==> src/rtl/shs_pkg.sv <==
// Shared types and constants of the section header splitter.
// Holds counter, location, line phase, record-run and queue definitions used by all modules.
// No dependencies.
package shs_pkg;

    localparam int CNT_W = 32;
    typedef logic [CNT_W-1:0] t_cnt;

    localparam int CFG_IDX_W = 1;
    localparam logic [CFG_IDX_W-1:0] CFG_START_LINE = 1'b0;
    localparam logic [CFG_IDX_W-1:0] CFG_START_COL  = 1'b1;

    localparam logic [2:0] PH_LEAD   = 3'd0;
    localparam logic [2:0] PH_NAME   = 3'd1;
    localparam logic [2:0] PH_TAIL   = 3'd2;
    localparam logic [2:0] PH_REJECT = 3'd3;
    localparam logic [2:0] PH_PEND   = 3'd4;

    typedef struct packed {
        t_cnt off;
        t_cnt line;
        t_cnt col;
    } t_mark;

    typedef struct packed {
        t_cnt start_off;
        t_cnt end_off;
        t_cnt line;
        t_cnt first_col;
        t_cnt colon_col;
    } t_name;

    // Candidate records of one byte, in output order.
    localparam int NUM_CAND = 6;
    localparam int CAND_W   = $clog2(NUM_CAND);
    typedef logic [CAND_W-1:0] t_cand;
    localparam t_cand CAND_HDR_CR    = t_cand'(0);
    localparam t_cand CAND_END_BREAK = t_cand'(1);
    localparam t_cand CAND_HDR_LF    = t_cand'(2);
    localparam t_cand CAND_END_EOB   = t_cand'(3);
    localparam t_cand CAND_HDR_EOB   = t_cand'(4);
    localparam t_cand CAND_END_FINAL = t_cand'(5);

    localparam logic KIND_HEADER = 1'b0;
    localparam logic KIND_END    = 1'b1;
    localparam logic [NUM_CAND-1:0] CAND_KIND = {KIND_END, KIND_HEADER, KIND_END,
                                                 KIND_HEADER, KIND_END, KIND_HEADER};

    // mark_a: header closed by the byte after CR; mark_l: line start;
    // mark_p: position after the byte.
    typedef struct packed {
        logic [NUM_CAND-1:0] en;
        t_name               name;
        t_mark               mark_a;
        t_mark               mark_l;
        t_mark               mark_p;
    } t_bundle;

    typedef struct packed {
        logic full;
        logic empty;
    } t_q_stat;

    localparam int QUEUE_DEPTH = 4;
    localparam int QUEUE_AW    = $clog2(QUEUE_DEPTH);
    localparam int QUEUE_CW    = $clog2(QUEUE_DEPTH + 1);

endpackage

==> src/rtl/shs_front.sv <==
// Front end: per-byte line tracking, header line recognizer and configuration registers.
// Produces one record-run bundle per byte that causes records.
// Depends on shs_pkg.
module shs_front (
    input  logic                             i_clk,
    input  logic                             i_rst_n,
    input  logic                             i_accept,
    input  logic [7:0]                       i_data_byte,
    input  logic                             i_end_of_body,
    input  logic                             i_cfg_wr,
    input  logic [shs_pkg::CFG_IDX_W-1:0]    i_cfg_index,
    input  shs_pkg::t_cnt                    i_cfg_data,
    output logic                             o_push,
    output shs_pkg::t_bundle                 o_bundle
);
    import shs_pkg::*;

    localparam logic [7:0] CH_CR    = 8'h0D;
    localparam logic [7:0] CH_LF    = 8'h0A;
    localparam logic [7:0] CH_SP    = 8'h20;
    localparam logic [7:0] CH_TAB   = 8'h09;
    localparam logic [7:0] CH_COLON = 8'h3A;
    localparam logic [7:0] CH_UNDER = 8'h5F;
    localparam logic [7:0] CH_HYPH  = 8'h2D;

    localparam t_cnt CNT_ONE = t_cnt'(1);

    function automatic t_cnt sat_inc(input t_cnt x);
        return (x == '1) ? x : x + CNT_ONE;
    endfunction

    function automatic logic is_word(input logic [7:0] b);
        return (b >= 8'h61 && b <= 8'h7A) || (b >= 8'h41 && b <= 8'h5A) ||
               (b >= 8'h30 && b <= 8'h39) || b == CH_UNDER || b == CH_HYPH;
    endfunction

    t_cnt       r_start_line, r_start_col, n_start_line, n_start_col;
    t_cnt       r_off, r_line, r_col, n_off, n_line, n_col;
    logic [2:0] r_phase, n_phase;
    logic       r_after_cr, n_after_cr;
    logic       r_open, n_open;
    logic       r_fresh;
    t_mark      r_mark, n_mark;
    t_name      r_name, n_name;

    t_cnt                w_off_inc, w_line_inc, w_col_inc;
    logic                w_is_cr, w_is_lf, w_is_ws, w_is_word, w_is_colon;
    logic                w_hdr0, w_done, w_tail, w_open1, w_open2, w_eob_hdr;
    logic [2:0]          w_phase1;
    t_mark               w_mark_a, w_mark1;
    logic [NUM_CAND-1:0] w_en;

    always_comb begin
        n_start_line = (i_cfg_wr && i_cfg_index == CFG_START_LINE) ? i_cfg_data : r_start_line;
        n_start_col  = (i_cfg_wr && i_cfg_index == CFG_START_COL)  ? i_cfg_data : r_start_col;
    end

    always_comb begin
        w_off_inc  = sat_inc(r_off);
        w_line_inc = sat_inc(r_line);
        w_col_inc  = sat_inc(r_col);
        w_is_cr    = i_data_byte == CH_CR;
        w_is_lf    = i_data_byte == CH_LF;
        w_is_ws    = i_data_byte == CH_SP || i_data_byte == CH_TAB;
        w_is_colon = i_data_byte == CH_COLON;
        w_is_word  = is_word(i_data_byte);

        // pending break after CR resolves first
        w_hdr0   = r_after_cr && (r_phase == PH_PEND);
        w_done   = r_after_cr && w_is_lf;
        w_phase1 = r_after_cr ? PH_LEAD : r_phase;
        w_mark_a = '{w_done ? w_off_inc : r_off, r_line, r_col};
        w_mark1  = r_after_cr ? w_mark_a : r_mark;
        w_open1  = r_open || w_hdr0;

        n_off      = w_off_inc;
        n_line     = r_line;
        n_col      = r_col;
        n_phase    = w_phase1;
        n_after_cr = 1'b0;
        n_mark     = w_mark1;
        n_name     = r_name;
        w_tail     = 1'b0;
        w_en       = '0;
        w_en[CAND_HDR_CR] = w_hdr0;

        if (!w_done) begin
            if (w_is_cr || w_is_lf) begin
                w_tail = w_phase1 == PH_TAIL;
                w_en[CAND_END_BREAK] = w_tail && w_open1;
                n_line = w_line_inc;
                n_col  = CNT_ONE;
                if (w_is_lf) begin
                    w_en[CAND_HDR_LF] = w_tail;
                    n_mark  = '{w_off_inc, w_line_inc, CNT_ONE};
                    n_phase = PH_LEAD;
                end else begin
                    n_after_cr = 1'b1;
                    n_phase    = w_tail ? PH_PEND : PH_LEAD;
                end
            end else begin
                n_col = w_col_inc;
                unique case (w_phase1)
                    PH_LEAD: begin
                        if (w_is_word) begin
                            n_name.start_off = r_off;
                            n_name.line      = r_line;
                            n_name.first_col = r_col;
                            n_phase          = PH_NAME;
                        end else if (!w_is_ws) begin
                            n_phase = PH_REJECT;
                        end
                    end
                    PH_NAME: begin
                        if (w_is_colon) begin
                            n_name.end_off   = r_off;
                            n_name.colon_col = r_col;
                            n_phase          = PH_TAIL;
                        end else if (!w_is_word) begin
                            n_phase = PH_REJECT;
                        end
                    end
                    PH_TAIL: begin
                        if (!w_is_ws) begin
                            n_phase = PH_REJECT;
                        end
                    end
                    default: begin
                        n_phase = PH_REJECT;
                    end
                endcase
            end
        end

        w_open2   = w_open1 || w_en[CAND_HDR_LF];
        w_eob_hdr = (n_after_cr && n_phase == PH_PEND) || (!n_after_cr && n_phase == PH_TAIL);
        w_en[CAND_END_EOB]   = i_end_of_body && !n_after_cr && (n_phase == PH_TAIL) && w_open2;
        w_en[CAND_HDR_EOB]   = i_end_of_body && w_eob_hdr;
        w_en[CAND_END_FINAL] = i_end_of_body && (w_open2 || w_eob_hdr);
        n_open = w_open2;
    end

    always_comb begin
        o_push          = i_accept && (w_en != '0);
        o_bundle.en     = w_en;
        o_bundle.name   = w_hdr0 ? r_name : n_name;
        o_bundle.mark_a = w_mark_a;
        o_bundle.mark_l = w_mark1;
        o_bundle.mark_p = '{n_off, n_line, n_col};
    end

    always_ff @(posedge i_clk) begin
        if (!i_rst_n) begin
            r_start_line <= CNT_ONE;
            r_start_col  <= CNT_ONE;
            r_off        <= '0;
            r_line       <= CNT_ONE;
            r_col        <= CNT_ONE;
            r_phase      <= PH_LEAD;
            r_after_cr   <= 1'b0;
            r_open       <= 1'b0;
            r_fresh      <= 1'b1;
            r_mark       <= '{'0, CNT_ONE, CNT_ONE};
        end else begin
            r_start_line <= n_start_line;
            r_start_col  <= n_start_col;
            if ((i_accept && i_end_of_body) || (!i_accept && i_cfg_wr && r_fresh)) begin
                // start of a new body
                r_off      <= '0;
                r_line     <= n_start_line;
                r_col      <= n_start_col;
                r_phase    <= PH_LEAD;
                r_after_cr <= 1'b0;
                r_open     <= 1'b0;
                r_fresh    <= 1'b1;
                r_mark     <= '{'0, n_start_line, n_start_col};
            end else if (i_accept) begin
                r_off      <= n_off;
                r_line     <= n_line;
                r_col      <= n_col;
                r_phase    <= n_phase;
                r_after_cr <= n_after_cr;
                r_open     <= n_open;
                r_fresh    <= 1'b0;
                r_mark     <= n_mark;
            end
        end
    end

    always_ff @(posedge i_clk) begin
        if (i_accept) begin
            r_name <= n_name;
        end
    end

    a_pend_after_cr: assert property (@(posedge i_clk) disable iff (!i_rst_n)
        (r_phase == PH_PEND) |-> r_after_cr)
        else $error("pending header without a CR in flight");

    a_run_len: assert property (@(posedge i_clk) disable iff (!i_rst_n)
        o_push |-> ($countones(o_bundle.en) <= 3))
        else $error("more than three records from one byte");

endmodule

==> src/rtl/shs_queue.sv <==
// Short bundle queue between the front end and the record serializer.
// Register-based FIFO of QUEUE_DEPTH record-run bundles.
// Depends on shs_pkg.
module shs_queue (
    input  logic              i_clk,
    input  logic              i_rst_n,
    input  logic              i_push,
    input  shs_pkg::t_bundle  i_bundle,
    input  logic              i_pop,
    output shs_pkg::t_bundle  o_head,
    output shs_pkg::t_q_stat  o_stat
);
    import shs_pkg::*;

    localparam logic [QUEUE_AW-1:0] PTR_LAST = QUEUE_AW'(QUEUE_DEPTH - 1);
    localparam logic [QUEUE_CW-1:0] CNT_FULL = QUEUE_CW'(QUEUE_DEPTH);

    t_bundle             r_mem [QUEUE_DEPTH];
    logic [QUEUE_AW-1:0] r_wr, r_rd;
    logic [QUEUE_CW-1:0] r_count;

    always_comb begin
        o_head       = r_mem[r_rd];
        o_stat.full  = r_count == CNT_FULL;
        o_stat.empty = r_count == '0;
    end

    always_ff @(posedge i_clk) begin
        if (i_push) begin
            r_mem[r_wr] <= i_bundle;
        end
    end

    always_ff @(posedge i_clk) begin
        if (!i_rst_n) begin
            r_wr    <= '0;
            r_rd    <= '0;
            r_count <= '0;
        end else begin
            if (i_push) begin
                r_wr <= (r_wr == PTR_LAST) ? '0 : r_wr + 1'b1;
            end
            if (i_pop) begin
                r_rd <= (r_rd == PTR_LAST) ? '0 : r_rd + 1'b1;
            end
            if (i_push && !i_pop) begin
                r_count <= r_count + 1'b1;
            end else if (!i_push && i_pop) begin
                r_count <= r_count - 1'b1;
            end
        end
    end

    a_no_overflow: assert property (@(posedge i_clk) disable iff (!i_rst_n)
        (i_push |-> !o_stat.full) and (i_pop |-> !o_stat.empty))
        else $error("queue overflow or underflow");

endmodule

==> src/rtl/shs_back.sv <==
// Back end: walks the records of the head bundle in order, one per transaction.
// Holds the output register; pops a bundle after its last record.
// Depends on shs_pkg.
module shs_back (
    input  logic              i_clk,
    input  logic              i_rst_n,
    input  shs_pkg::t_bundle  i_head,
    input  shs_pkg::t_q_stat  i_q_stat,
    output logic              o_pop,
    input  logic              i_out_stall,
    output logic              o_out_valid,
    output logic              o_record_kind,
    output shs_pkg::t_cnt     o_name_start_offset,
    output shs_pkg::t_cnt     o_name_end_offset,
    output shs_pkg::t_cnt     o_name_line,
    output shs_pkg::t_cnt     o_name_first_column,
    output shs_pkg::t_cnt     o_name_colon_column,
    output shs_pkg::t_cnt     o_mark_offset,
    output shs_pkg::t_cnt     o_mark_line,
    output shs_pkg::t_cnt     o_mark_column,
    output logic              o_last_of_run
);
    import shs_pkg::*;

    logic [NUM_CAND-1:0] r_done;
    logic                r_out_valid;
    logic                r_kind, r_last;
    t_name               r_name;
    t_mark               r_mark;

    logic [NUM_CAND-1:0] w_pend, w_sel_oh;
    t_cand               w_sel;
    logic                w_found, w_last, w_load, w_kind;
    t_mark               w_mark;

    always_comb begin
        w_pend   = i_head.en & ~r_done;
        w_sel    = '0;
        w_sel_oh = '0;
        w_found  = 1'b0;
        for (int i = 0; i < NUM_CAND; i++) begin
            if (!w_found && w_pend[i]) begin
                w_sel       = t_cand'(i);
                w_sel_oh[i] = 1'b1;
                w_found     = 1'b1;
            end
        end
        w_last = (w_pend & ~w_sel_oh) == '0;
        w_kind = CAND_KIND[w_sel];
        unique case (w_sel) inside
            CAND_HDR_CR:                  w_mark = i_head.mark_a;
            CAND_END_BREAK, CAND_END_EOB: w_mark = i_head.mark_l;
            default:                      w_mark = i_head.mark_p;
        endcase
        w_load = !i_q_stat.empty && (!r_out_valid || !i_out_stall);
        o_pop  = w_load && w_last;
    end

    always_ff @(posedge i_clk) begin
        if (!i_rst_n) begin
            r_done      <= '0;
            r_out_valid <= 1'b0;
        end else begin
            if (w_load) begin
                r_out_valid <= 1'b1;
                r_done      <= w_last ? '0 : (r_done | w_sel_oh);
            end else if (!i_out_stall) begin
                r_out_valid <= 1'b0;
            end
        end
    end

    always_ff @(posedge i_clk) begin
        if (w_load) begin
            r_kind <= w_kind;
            r_last <= w_last;
            r_name <= (w_kind == KIND_END) ? '0 : i_head.name;
            r_mark <= w_mark;
        end
    end

    assign o_out_valid         = r_out_valid;
    assign o_record_kind       = r_kind;
    assign o_name_start_offset = r_name.start_off;
    assign o_name_end_offset   = r_name.end_off;
    assign o_name_line         = r_name.line;
    assign o_name_first_column = r_name.first_col;
    assign o_name_colon_column = r_name.colon_col;
    assign o_mark_offset       = r_mark.off;
    assign o_mark_line         = r_mark.line;
    assign o_mark_column       = r_mark.col;
    assign o_last_of_run       = r_last;

    a_done_subset: assert property (@(posedge i_clk) disable iff (!i_rst_n)
        !i_q_stat.empty |-> ((i_head.en != '0) && ((r_done & ~i_head.en) == '0)))
        else $error("serializer progress out of step with head bundle");

endmodule

==> src/rtl/section_header_splitter_unit.sv <==
// Section header splitter top level: front end, bundle queue and record serializer.
// Depends on shs_pkg, shs_front, shs_queue, shs_back.
//
//  channel | direction | handshake                 | payload
//  --------+-----------+---------------------------+----------------------------------------
//  in      | input     | i_in_valid / o_in_stall   | i_data_byte, i_end_of_body
//  out     | output    | o_out_valid / i_out_stall | o_record_kind, o_name_*, o_mark_*,
//          |           |                           | o_last_of_run
//  cfg     | input     | i_cfg_valid / o_cfg_ready | i_cfg_index, i_cfg_data
//
// One byte per cycle is classified when not stalled; a byte causes zero to three records.
// Records leave one per cycle unless i_out_stall is high; a 4-entry bundle queue absorbs
// runs and output stalls, and o_in_stall is high only while that queue is full.
// Reset is synchronous, active low; the config port is always ready.
module section_header_splitter_unit (
    input  logic                            i_clk,
    input  logic                            i_rst_n,
    input  logic                            i_in_valid,
    output logic                            o_in_stall,
    input  logic [7:0]                      i_data_byte,
    input  logic                            i_end_of_body,
    output logic                            o_out_valid,
    input  logic                            i_out_stall,
    output logic                            o_record_kind,
    output shs_pkg::t_cnt                   o_name_start_offset,
    output shs_pkg::t_cnt                   o_name_end_offset,
    output shs_pkg::t_cnt                   o_name_line,
    output shs_pkg::t_cnt                   o_name_first_column,
    output shs_pkg::t_cnt                   o_name_colon_column,
    output shs_pkg::t_cnt                   o_mark_offset,
    output shs_pkg::t_cnt                   o_mark_line,
    output shs_pkg::t_cnt                   o_mark_column,
    output logic                            o_last_of_run,
    input  logic                            i_cfg_valid,
    output logic                            o_cfg_ready,
    input  logic [shs_pkg::CFG_IDX_W-1:0]   i_cfg_index,
    input  shs_pkg::t_cnt                   i_cfg_data
);
    import shs_pkg::*;

    logic    w_accept, w_push, w_pop;
    t_bundle w_bundle, w_head;
    t_q_stat w_q_stat;

    assign o_cfg_ready = 1'b1;
    assign o_in_stall  = w_q_stat.full;
    assign w_accept    = i_in_valid && !w_q_stat.full;

    shs_front u_front (
        .i_clk         (i_clk),
        .i_rst_n       (i_rst_n),
        .i_accept      (w_accept),
        .i_data_byte   (i_data_byte),
        .i_end_of_body (i_end_of_body),
        .i_cfg_wr      (i_cfg_valid),
        .i_cfg_index   (i_cfg_index),
        .i_cfg_data    (i_cfg_data),
        .o_push        (w_push),
        .o_bundle      (w_bundle)
    );

    shs_queue u_queue (
        .i_clk    (i_clk),
        .i_rst_n  (i_rst_n),
        .i_push   (w_push),
        .i_bundle (w_bundle),
        .i_pop    (w_pop),
        .o_head   (w_head),
        .o_stat   (w_q_stat)
    );

    shs_back u_back (
        .i_clk               (i_clk),
        .i_rst_n             (i_rst_n),
        .i_head              (w_head),
        .i_q_stat            (w_q_stat),
        .o_pop               (w_pop),
        .i_out_stall         (i_out_stall),
        .o_out_valid         (o_out_valid),
        .o_record_kind       (o_record_kind),
        .o_name_start_offset (o_name_start_offset),
        .o_name_end_offset   (o_name_end_offset),
        .o_name_line         (o_name_line),
        .o_name_first_column (o_name_first_column),
        .o_name_colon_column (o_name_colon_column),
        .o_mark_offset       (o_mark_offset),
        .o_mark_line         (o_mark_line),
        .o_mark_column       (o_mark_column),
        .o_last_of_run       (o_last_of_run)
    );

endmodule

==> config.mk <==
export PLATFORM = sky130hd
export DESIGN_NAME = section_header_splitter_unit
export DESIGN_NICKNAME = d
export VERILOG_FILES = /design/src/rtl/shs_pkg.sv /design/src/rtl/shs_front.sv /design/src/rtl/shs_queue.sv /design/src/rtl/shs_back.sv /design/src/rtl/section_header_splitter_unit.sv
export SDC_FILE = /design/constraint.sdc
export NUM_CORES = 2
export LEC_CHECK = 0
export ABC_AREA = 0
export BUFFER_PORTS_ARGS = -buffer_cell sky130_fd_sc_hd__buf_2
export CORE_UTILIZATION = 45
export CTS_CLUSTER_SIZE = 14
export DETAILED_ROUTE_END_ITERATION = 10
export GPL_TIMING_DRIVEN = 0
export PLACE_DENSITY_LB_ADDON = 0.1
export SYNTH_ARGS = -nofsm -noshare
export SYNTH_HDL_FRONTEND = slang
export SYNTH_SLANG_ARGS = --single-unit
==> constraint.sdc <==
create_clock -name i_clk -period 57.8 [get_ports i_clk]
set_input_delay 11.56 -clock i_clk [delete_from_list [all_inputs] [get_ports i_clk]]
set_output_delay 11.56 -clock i_clk [all_outputs]
set_load 0.05 [all_outputs]
==> flow_summary.yaml <==
sta:
  setup_viol: 0
  worst_slack_ps: 42160
  period_share: 0.271
  rsz0062_at_grt: "false"
  fin_crit_ps: 15640
  fmax_ghz: 0.0640
  tightest_slew_ps: 1480
  fin_skew_ps: 68.2
  hold_viol: 0
  slew_violations: 0
  relSlewSlack: 0.0131
  tns_ps: 0
placement:
  placed_cells: 9436
  hpwlAfterDp_mm: 222
  dpl_worst_slack_ps: 41420
  place_congestion: 0.977
  numPortBuffers: 304
synthesis:
  yosys-top-cells-area: "edfxtp_1, mux4_2, dfxtp_1"
  yosys_most_used_dff: "edfxtp_1"
  synth-edff-count: 2234
  synth_top_area_frac: 0.659
  async_flop_share: 0
  ys_ff_latch: 2512
  yosys_warnings: 0
  syn_avg_cell_area_um2: 16.8
  seq_area_frac_synth: 0.714
  syn-num-nets: 6102
  syn_area_mm2: 0.102
  syn_inst: 6045
  yosys.area.top_type: "edfxtp_1"
  ys_types: 87
drt:
  viasPerCell: 5.89
  wl_per_cell_um: 31.6
  vias: 58449
  dr.pass1.iters: 8
  drt_iter0_drc: 5991
  drc: 96
  wirelength_mm: 314
  ant_nets: 0
power:
  ir_drop_v: 0.0000282
  p_leak_nw: 38.7
  powerDensity_mw_per_mm2: 33.3
  power_mw: 3.94
floorplanning:
  die-area_mm2: 0.228
  core_mm2: 0.225
  initial_utilization: 0.453
  die_w_um: 478
  ioPinCount: 308
  die_h_um: 478
  fp-row-count: 174
global_routing:
  grt_use_total: 0.274
  overflow: 0
  antenna_found_initial: 16
  grt_pass1_wl_mm: 440
  grt_start_max_net_pins: 108
  grt_pass1_vias: 58681
final_layout:
  syn_to_final_growth_pct: 16.0
  layout.nets: 6787
  layout.cells.most_common_list: "edfxtp_1, mux4_2, nand2_1"
  stdcell_count: 9930
  fill_cells: 18314
  final_common_cell: "edfxtp_1"
  drive_above_1_share: 0.232
  utilization: 0.525
clocking:
  cts_htree_levels: 5
  clk_pin_slew_ps: 60
  cts_resized: 0
  cts_tree: "built"
  clock_latency_ps: 940
  cts_root_buffer: "clkbuf_16"
  cts_sinks: 2512
  cts_setup_buffers: 0
  clock_path_buffers: 4
  numCtsBuffers: 284
  postCtsHoldBufs: 0
setup_path:
  critPathMaxFanout: 10
  r2r_start: "u_front.r_after_cr$_SDFFE_PP0P_"
  startpoint: "i_data_byte[0]"
  start_kind: "input pin"
  cp.required_ps: 58380
  end_kind: "flop"
  crit_arrival_ps: 16220
  path_class: "input pin to flop"
outcome:
  violations: "design-rule violations"
  outcome: "complete, but fails checks"
hold_path:
  min_from: "u_queue.r_rd[1]$_SDFFE_PN0P_"
  hp-class: "flop to flop"
run:
  drv_cap: 0
-- sequential cells by signal (all words and copies together), names as in the netlist, 2 cells and up, named ones only --
name and count:
u_back.o_mark_line 32, u_front.r_off 32, u_back.o_name_line 32, u_front.r_start_line 32, u_front.r_col 32, u_front.r_name 160
u_front.r_start_col 32, u_front.r_phase 3, u_queue.r_rd 2, u_back.o_mark_offset 32, u_back.o_name_start_offset 32, u_back.r_done 6
u_front.r_line 32, u_back.o_mark_column 32, u_back.o_name_colon_column 32, u_queue.r_count 3, u_back.o_name_first_column 32, u_back.o_name_end_offset 32
u_front.r_mark 96, u_queue.r_wr 2, u_queue.r_mem 1816
-- cell usage after synthesis, drive strengths merged (81+ instances only) --
library cell / count
a22oi: 100
edfxtp: 2234
nand2: 416
dfxtp: 278
clkbuf: 349
o21ai: 185
nand3: 81
buf: 81
a21oi: 176
mux4: 454
nor2: 366
xnor2: 119
nor2b: 169
mux2: 359
-- final timing paths --
path                                     end  slack, ps  depth (start not counted)
max reg2reg  u_queue.r_mem[1][177]$_DFFE_PP_      52050                          6
min                                     flop        440                          2
min reg2reg                             flop        440                          2
max          u_queue.r_mem[1][178]$_DFFE_PP_      42160                          8
-- worst max-delay path, cell delays in order --
cell	delay (ps)
buf_2	140
or3b_1	460
nor4_2	940
clkbuf_1	950
nand2_1	170
xnor2_1	1100
nor2_1	70
nor2_1	820
-- area by class of cell --
type | count | area (um^2) | area share
clock inverter | 128 | 1260 | 0.0107
inverter | 32 | 128 | 0.00108
antenna | 11 | 27.5 | 0.000233
sequential | 2512 | 72600 | 0.615
timing repair buffer | 399 | 3560 | 0.0302
multi-input combinational | 3071 | 27400 | 0.232
tap | 2992 | 3740 | 0.0317
buffer | 430 | 1720 | 0.0145
clock buffer | 355 | 7640 | 0.0647
-- kinds of logic after synthesis --
family                   count (synthesis)  synth area share
flip-flops                            2512             0.714
AND/OR/NAND/NOR                       1285            0.0595
multiplexers                           886             0.147
AO/OA/AOI/OAI                          697            0.0440
buffers and inverters                  462            0.0179
XOR/XNOR                               192            0.0165
adder cells (fa/ha/maj)                 10           0.00130
other                                    1         0.0000368
-- where the power goes --
group          total (mW)  switching [mW]  internal [mW]  leakage (nW)
Sequential           2.02          0.0158           2.00          22.6
Combinational       0.165           0.121         0.0444          11.7
Clock                1.76           0.709           1.05          4.37
Total                3.94           0.846           3.09          38.7
-- metal layers --
layer | vias up | wire (um) | track usage
met1 | 30659 | 128000 | 0.362
li1 | 25034 | - | -
met2 | 2225 | 151000 | 0.445
met4 | 6 | 13000 | 0.112
met3 | 525 | 22100 | 0.0554
met5 | - | 35 | 0
-- per-stage QoR --
step,instance area (um^2),hold slack (ps)
floorplan,102000,422
global placement,107000,431
detailed placement,109000,438
CTS,118000,443
global route,118000,472
finish,118000,444
Note: power is estimated with default switching activity, not from simulation.
